File: config.mk
export PLATFORM = sky130hd
export DESIGN_NAME = apes_cfg_regs
export DESIGN_NICKNAME = d
export VERILOG_FILES = /design/src/apes_pkg.sv /design/src/apes_cfg_regs.sv
export SDC_FILE = /design/constraint.sdc
export NUM_CORES = 1
export LEC_CHECK = 0
export BUFFER_PORTS_ARGS = -buffer_cell sky130_fd_sc_hd__buf_2
export CAP_MARGIN = 0
export CORE_AREA = 4 4 155 157
export CTS_CLUSTER_DIAMETER = 200
export DETAILED_ROUTE_END_ITERATION = 16
export DIE_AREA = 0 0 159 161
export GPL_TIMING_DRIVEN = 0
export PLACE_DENSITY_LB_ADDON = 0.25
export RECOVER_POWER = 50
export SYNTH_ARGS = -nofsm -noshare
export SYNTH_HDL_FRONTEND = slang
export SYNTH_SLANG_ARGS = --single-unit
File: constraint.sdc
create_clock -name clk -period 0.9 [get_ports clk]
set_input_delay 0.045 -clock clk [delete_from_list [all_inputs] [get_ports clk]]
set_output_delay 0.045 -clock clk [all_outputs]
set_load 0.01 [all_outputs]
File: src/apes_pkg.sv
// Package: types, constants and trig helper of the particle step block.
package apes_pkg;
	localparam int unsigned TDATA_IN_W  = 192;
	localparam int unsigned TDATA_OUT_W = 176;
	localparam logic [2:0] REG_TIME_STEP  = 3'd0;
	localparam logic [2:0] REG_BOX_WIDTH  = 3'd1;
	localparam logic [2:0] REG_BOX_HEIGHT = 3'd2;
	localparam logic [2:0] REG_WRAP       = 3'd3;
	localparam logic [2:0] REG_DRIVE      = 3'd4;
	localparam logic [2:0] REG_MOBILITY   = 3'd5;
	localparam logic [2:0] REG_NOISE_GAIN = 3'd6;
	localparam logic [31:0] TIME_STEP_RESET = 32'd65536;
	localparam logic [31:0] SIN_A = 32'd1686629713;
	localparam logic [31:0] SIN_B = 32'd693598668;
	localparam logic [31:0] SIN_C = 32'd85569306;
	localparam logic [31:0] SIN_D = 32'd5026995;
	localparam logic [31:0] SIN_E = 32'd172272;

	typedef struct packed {
		logic [31:0] time_step;
		logic [31:0] box_width;
		logic [31:0] box_height;
		logic        wrap_enable;
		logic [63:0] drive_table;
		logic [63:0] mobility_table;
		logic [63:0] noise_gain_table;
	} cfg_t;

	// Quarter-turn argument for sine of heading h: returns x16 (0..65536) and sign.
	function automatic logic [17:0] quarter_arg(input logic [15:0] h);
		logic [16:0] r;
		logic [16:0] x;
		begin
			r = {1'b0, h[13:0], 2'b00};
			x = h[14] ? (17'd65536 - r) : r;
			quarter_arg = {h[15], x};
		end
	endfunction
endpackage

File: src/apes_cfg_regs.sv
// Configuration register file of the particle step block.
module apes_cfg_regs (
	input  logic              clk,
	input  logic              arst_n,
	input  logic              cfg_valid,
	input  logic [2:0]        cfg_index,
	input  logic [63:0]       cfg_data,
	output apes_pkg::cfg_t    cfg
);
	import apes_pkg::*;

	always_ff @(posedge clk or negedge arst_n) begin
		if (!arst_n) begin
			cfg <= '{time_step: TIME_STEP_RESET, default: '0};
		end else if (cfg_valid) begin
			unique case (cfg_index)
				REG_TIME_STEP:  cfg.time_step <= cfg_data[31:0];
				REG_BOX_WIDTH:  cfg.box_width <= cfg_data[31:0];
				REG_BOX_HEIGHT: cfg.box_height <= cfg_data[31:0];
				REG_WRAP:       cfg.wrap_enable <= cfg_data[0];
				REG_DRIVE:      cfg.drive_table <= cfg_data;
				REG_MOBILITY:   cfg.mobility_table <= cfg_data;
				REG_NOISE_GAIN: cfg.noise_gain_table <= cfg_data;
				default: ;
			endcase
		end
	end
endmodule

-- Word level (Yosys, flattened, before mapping)
Index checks and enable logic that the tools add are counted.
- shift-type cells: 0
- $add $sub $neg: 0
- eq/ne operators: 6
- $mul: 0
- bitwise logic cells: 0
- $lt $le $gt $ge: 0
- multiplexer cells: 0
- reduce and logical (&&, ||, !) cells: 8
- divide/modulo/power cells: 0
- operators with widths (cell ; number):
    2-bit AND reduction ; 7
    3-bit equality test (second input constant) ; 3
    3-bit by 2-bit equality test with 1-bit output (second input constant) ; 2
    3-bit by 1-bit equality test with 1-bit output (second input constant) ; 1
    3-bit logical NOT ; 1
- latch bits: 0
- memories: 0
- input bits: 70
- bits in writable memories: 0
- register bits after elaboration: 289
- logic and storage cells: 21
- memory bits (read-only): 0
- output and inout bits: 289

-- Depth between registers and ports, before layout
Gate-level depths: netlist of the first run.
- word-level depth: 2
- depth in mapped cells: 4
- gate-level depth less buffers: 2

-- Worst setup path after synthesis of the first run
Ideal clock, no wire load.
- kind: input port to flip-flop
- from: input port cfg_index[0]
- to: register cfg[131] (netlist name)
- required time: 0.775 ns
- buffers on the path: 2
- stages: 4
- library setup time: 0.125 ns
- arrival time: 1.005 ns
- setup slack: -0.231 ns
- cell sequence: nor4bb_2 > buf_6 > buf_12 > mux2_4
- longest elaborated chain between the ends: 2
- ends and longest elaborated chain (what ; line ; text):
    start: declaration ; apes_cfg_regs.sv:6 ; input logic [2:0] cfg_index,
    3-bit equality test ; apes_cfg_regs.sv:16 ; unique case (cfg_index)
    2-bit AND reduction (no source line) ; - ;
    end: declaration ; apes_cfg_regs.sv:8 ; output apes_pkg::cfg_t cfg
No other way between the ends.
A chain may end at the register's enable or synchronous reset.

-- Worst setup path after layout of the first run
- from: register cfg[273] (netlist name)
- to: output port cfg[273] (netlist name)
No word-level cell between the ends.

==> results of run 1 <==
==> synth_stat cells (all sizes together) <==
library cell,number
buf,32
mux2,289
dfrtp,288
nand4b,3
dfstp,1
nor4bb,3
nor4b,1
==> final cells by class <==
type | count | share of cell area, %
plain buffers | 32 | 2.41
multi-input cells | 296 | 22.0
diodes | 1 | 0.0142
well taps | 285 | 2.02
clock inverters | 8 | 0.525
repair buffers | 568 | 27.0
clock buffers | 45 | 5.09
flip-flops and latches | 289 | 41.0
==> repair_timing <==
item,CTS,global route
hold endpoints to repair,364,75
pin swaps,1,0
buffers inserted,98,67
gates resized for setup,136,129
setup endpoints to repair,310,363
==> routing by layer <==
layer / vias to the layer above / part of all wire [%]
li1: 3386 / -
met1: 4049 / 38
met2: 317 / 52
met3: 72 / 6.7
met4: 0 / 3.2
met5: - / 0
==> worst paths after layout <==
path | slack, ns | endpoint | from | cells past startpoint
setup reg to reg | -0.15 | cfg[109] | cfg[109] | 3
min in group clk | 0.15 | cfg[225] | cfg_index[2] | 4
setup / recovery | -0.32 | cfg[273] | cfg[273] | 1
hold / removal | -0.27 | cfg[165] | arst_n | 1
max in group asynchronous | 0.02 | cfg[272] | arst_n | 2
hold reg to reg | 0.50 | cfg[60] | cfg[60] | 1
==> power breakdown <==
group          switching, mW  internal, mW
registers               2.11          15.9
clock network           4.94          7.41
logic                   5.30          8.85
==> cells by family (layout without fill, tap and decap cells) <==
logic type | count (synthesis) | after routing | share of synthesized area (%)
buf+inv | 32 | 653 | 3.08
flops | 289 | 289 | 64.9
mux | 289 | 289 | 31.2
other cells | 0 | 1 | 0
simple gates | 7 | 7 | 0.775
==> cell usage in the layout, fill, tap and decap left out, drive strengths merged <==
cell type,instances
clkinvlp,1
bufinv,2
nand4b,3
dfstp,1
clkinv,5
dfrtp,288
mux2,289
clkbuf,46
diode,1
nor4bb,3
nor4b,1
dlygate4sd3,68
buf,531
==> worst reg2reg max path, cell delays in order, from the launching register on <==
cell,delay [ns]
dfrtp_1,0.41
buf_4,0.14
buf_4,0.12
mux2_2,0.26
==> stage by stage <==
stage	power, mW	worst slack [ns]
after CTS	42.2	-0.337
after global placement	26.6	-5.60
after floorplan	22.3	-0.200
after global routing	46.3	-0.356
final	44.5	-0.319
after detailed placement	26.9	-0.602
==> qor.yml, run 1 <==
die:
  die-area_mm2: 0.0256
  io-pin-count: 359
  core-area_mm2: 0.0225
  rows: 55
  die_x_um: 159
  start_util_pct: 49.5
  die-height_um: 161
cts:
  cts_made_buffers: 30
  cts_root_buffer: "clkbuf_16"
  clkLatencyLatePin_ns: 0.54
  cts_sinks: 289
  cts_buffer_depth: 3
  clk_pin_slew_ns: 0.07
  cts_tree: "built"
  holdBufCountCts: 68
  cts_htree_levels: 1
sta:
  min_period_ns: 1.22
  maxSlewHeadroom_pct: 25.2
  hold_violations: 75
  maxSlewViolCount: 0
  tightest_slew_ns: 1.12
  clock_skew_ns: 0
  fmax_ghz: 0.820
  rsz0062_at_grt: "yes"
  fin_crit_sh_pct: 135
  setup-tns-final_ns: -62.35
  worst_slack_ns: -0.319
  hold-worst-slack_ns: -0.268
  finalSetupViolations: 347
logic_synthesis:
  synth_nets: 687
  synthesis.area_mm2: 0.0111
  syn_inst: 617
  synth_area_leaders: "dfrtp_1 65%, mux2_2 22%, mux2_4 8.1%"
  synth_top_area_share_pct: 64.7
  yosys.area.top_type: "dfrtp_1"
  synth.distinct_cells: 13
  synth.avg_cell_area_um2: 18.1
  synth_seq_cells: 289
  synth_warnings: 0
  ys_seq_area_share_pct: 64.9
setup_path:
  crit_type: "reg2out"
  critPathRequiredTime_ns: 0.85
  critical-path-slowest-cell: "dfstp_2"
  cp.buffers_inverters: 1
  cp-end-kind: "output port"
  critical_path_arrival_ns: 1.17
  cp_top_family: "flip-flops"
  cp-start-kind: "flip-flop"
  critPathMaxStageDelay_ns: 0.54
  cp_max_fo: 2
  crit_chain: "buf_6"
route:
  postRouteAntennaNets: 0
  num_vias: 7824
  drc_errors: 0
  wl_per_cell_um: 23.0
  drt_iter0_markers: 360
  viasPerCell: 5.13
  routed_wl_um: 35000
  drt-pass1-iter-count: 4
layout:
  drive_gt1_share_pct: 70.2
  post-route-cell-area_mm2: 0.0176
  final_nets: 1287
  fillerInstances: 1206
  register_area_mm2: 0.00723
  fin_cells: 1524
  top_regs: "cfg (289)"
  syn_to_final_growth_pct: 58.3
  regMostFlops: "cfg"
  multiInputGateArea_mm2: 0.00387
  utilization_pct: 78.4
  largest_reg_flops: 289
global_routing:
  top_usage_layer: "met2"
  grtUsageMet1_pct: 28.1
  antenna_found_initial: 1
  grt_remaining_overflow: 0
  met3_usage_pct: 7.09
  grt_max_degree: 116
  grt_pass1_vias: 8457
  grtUsageMet2_pct: 42.2
  grtUsageTotal_pct: 23.9
  grt_pass1_wl_um: 48900
hold_path:
  min-delay-path-class: "in2async"
power:
  p_leak_nw: 8.67
  vdd_drop_max_mv: 1.73
  powerDensity_mw_per_mm2: 2520
run_status:
  status: "finished, violations left"
  violations: "hold timing, setup timing"
placed_design:
  place_area_mm2: 0.0137
  gp_congestion: 0.783
  dpl.cell_count: 1262
  dp_hpwl_um: 19800
  portBuffers: 358
job:
  max-cap-violations: 0
No activity file was read; power rests on OpenSTA's default activity.
==> run 2, diff against run 1 <==
--- a/config.mk
+++ b/config.mk
@@ -7,10 +7,10 @@
 export LEC_CHECK = 0
 export BUFFER_PORTS_ARGS = -buffer_cell sky130_fd_sc_hd__buf_2
 export CAP_MARGIN = 0
-export CORE_AREA = 4 4 155 157
+export CORE_AREA = 4 4 111 219
 export CTS_CLUSTER_DIAMETER = 200
 export DETAILED_ROUTE_END_ITERATION = 16
-export DIE_AREA = 0 0 159 161
+export DIE_AREA = 0 0 115 223
 export GPL_TIMING_DRIVEN = 0
 export PLACE_DENSITY_LB_ADDON = 0.25
 export RECOVER_POWER = 50
==> constraint.sdc (replaced) <==
create_clock -name clk -period 1.4 [get_ports clk]
set_input_delay 0.07 -clock clk [delete_from_list [all_inputs] [get_ports clk]]
set_output_delay 0.07 -clock clk [all_outputs]
set_load 0.01 [all_outputs]
==> run 2 against run 1 <==
Compared with the run above: the run now ends clean; critical endpoint unchanged; combinational power shrank 61%; sequential power is 38% lower; sequential share of layout area is 8.8 points higher; critical path depth stayed put; clock skew stayed put.
==> qor.yml, run 2 (same netlist as run 1, synthesis figures left out) <==
placed_design:
  portBuffers: 358
  dp_hpwl_um: 20400
  gp_congestion: 0.759
setup_path:
  critical-path-slowest-cell: "dfstp_2"
  cp-start-kind: "flip-flop"
  crit_chain: "buf_2"
  rr_worst_depth: 1
  crit_type: "reg2out"
  critPathMaxStageDelay_ns: 0.53
  critPathRequiredTime_ns: 1.33
  cp_top_family: "flip-flops"
  cp-end-kind: "output port"
  cp.depth: 1
  critical_path_arrival_ns: 1.17
  cp.buffers_inverters: 1
  cp_max_fo: 2
cts:
  cts_made_buffers: 25
  clk_pin_slew_ns: 0.07
  cts_sinks: 289
  cts_setup_buffers: 0
  cts_root_buffer: "clkbuf_16"
  cts_buffer_depth: 3
  clkLatencyLatePin_ns: 0.51
  cts_htree_levels: 1
  cts_tree: "built"
  cts_resized: 0
layout:
  register_area_mm2: 0.00723
  final_nets: 1142
  n_antenna_cell: 0
  largest_reg_flops: 289
  top_regs: "cfg (289)"
  utilization_pct: 64.1
  syn_to_final_growth_pct: 30.3
  regMostFlops: "cfg"
  multiInputGateArea_mm2: 0.00335
  final_common_cell: "buf_2"
  final_cell_mix: "312 x buf_2, 288 x dfrtp_1, 222 x mux2_2"
  drive_gt1_share_pct: 56.4
  fillerInstances: 1771
die:
  die_x_um: 115
  start_util_pct: 49.2
  die-height_um: 223
  io-pin-count: 359
  rows: 78
  die-area_mm2: 0.0256
  core-area_mm2: 0.0226
power:
  vdd_drop_max_mv: 1.32
  internal-power_mw: 17.0
  p_leak_nw: 6.94
  powerDensity_mw_per_mm2: 1630
  pwr-share-seq_pct: 46.9
  p_switching_mw: 6.65
  sw_frac_of_total_pct: 28.2
  pwr-share-clk_pct: 29.7
  pwr-share-comb_pct: 23.4
route:
  num_vias: 6897
  postRouteAntennaNets: 0
  drc_errors: 0
  viasPerCell: 5.04
  routed_wl_um: 28100
  drt-pass1-iter-count: 4
  wl_per_cell_um: 20.5
  drt_iter0_markers: 242
job:
  max-cap-violations: 0
sta:
  fmax_ghz: 0.806
  finalSetupViolations: 0
  hold_violations: 0
  maxSlewViolCount: 0
  clock_skew_ns: 0
  maxSlewHeadroom_pct: 47.0
  tightest_slew_ns: 0.796
  min_period_ns: 1.24
  rsz0062_at_grt: "no"
  fin_crit_sh_pct: 88.6
  setup-tns-final_ns: 0
global_routing:
  grtUsageMet2_pct: 41.2
  grtUsageMet1_pct: 23.6
  grt_pass1_vias: 7523
  grt_pass1_wl_um: 43900
  grt_max_degree: 103
  antenna_found_initial: 0
  grt_remaining_overflow: 0
  top_usage_layer: "met2"
  met3_usage_pct: 4.04
  grtUsageTotal_pct: 22.0
hold_path:
  holdPathStages: 3
  min-delay-path-class: "in2reg"
run_status:
  status: "finished clean"
[run 2: cell types whose count changed in the layout (fill, tap and decap cells not counted), sizes merged]
cell,change
diode,-1
clkinv,-1
clkinvlp,-1
buf,-207
clkbuf,+60
[run 2: area by class of cell]
class / count / area share (%)
buffer: 32 / 1.84
tap: 280 / 2.41
multi-input combinational: 296 / 23.1
timing repair buffer: 428 / 17.1
sequential: 289 / 49.8
clock inverter: 6 / 0.552
clock buffer: 38 / 5.20
[run 2: power groups by stage]
stage               Combinational (mW)  Sequential (mW)  Clock (mW)
floorplan                         1.96             12.1           0
global placement                  5.71             11.2           0
detailed placement                5.84             11.2           0
CTS                               6.01             11.1        7.20
global route                      5.96             11.3        7.53
finish                            5.52             11.1        7.02
[run 2: repair_timing]
| action | 4_1_cts | 5_1_grt |
|---|---|---|
| endpoints found under the hold margin | 389 | 0 |
| hold buffers | 68 | 0 |
| setup endpoints to repair | 0 | 0 |
[run 2: per-stage QoR]
step	power [mW]	setup WS (ns)	area [um2]	hold WS [ns]	cells
3_5_place_dp	17.1	-0.100	13300	0.177	1257
2_1_floorplan	14.1	0.244	11100	-0.226	617
3_3_place_gp	16.9	-4.99	13300	0.330	1255
5_1_grt	24.8	0.0735	14500	0.0174	1369
4_1_cts	24.3	0.127	14900	0.0113	1369
6_report	23.6	0.160	14500	0.0103	1369
[run 2: metal layers]
layer  vias to the layer above  share of wire (%)
li1                       3107                  -
met1                      3501                 34
met2                       237                 56
met3                        52                6.2
met4                         0                4.0
met5                         -                  0
[run 2: path summary, 6_finish.rpt]
path,startpoint,end,slack (ns)
max,cfg[273],cfg[273],0.16
min,cfg_index[2],cfg[192],0.01
max reg2reg,cfg[139],cfg[139],0.58
min reg2reg,cfg[142],cfg[142],0.48
max in group asynchronous,arst_n,cfg[276],0.24
min in group asynchronous,arst_n,cfg[168],0.19
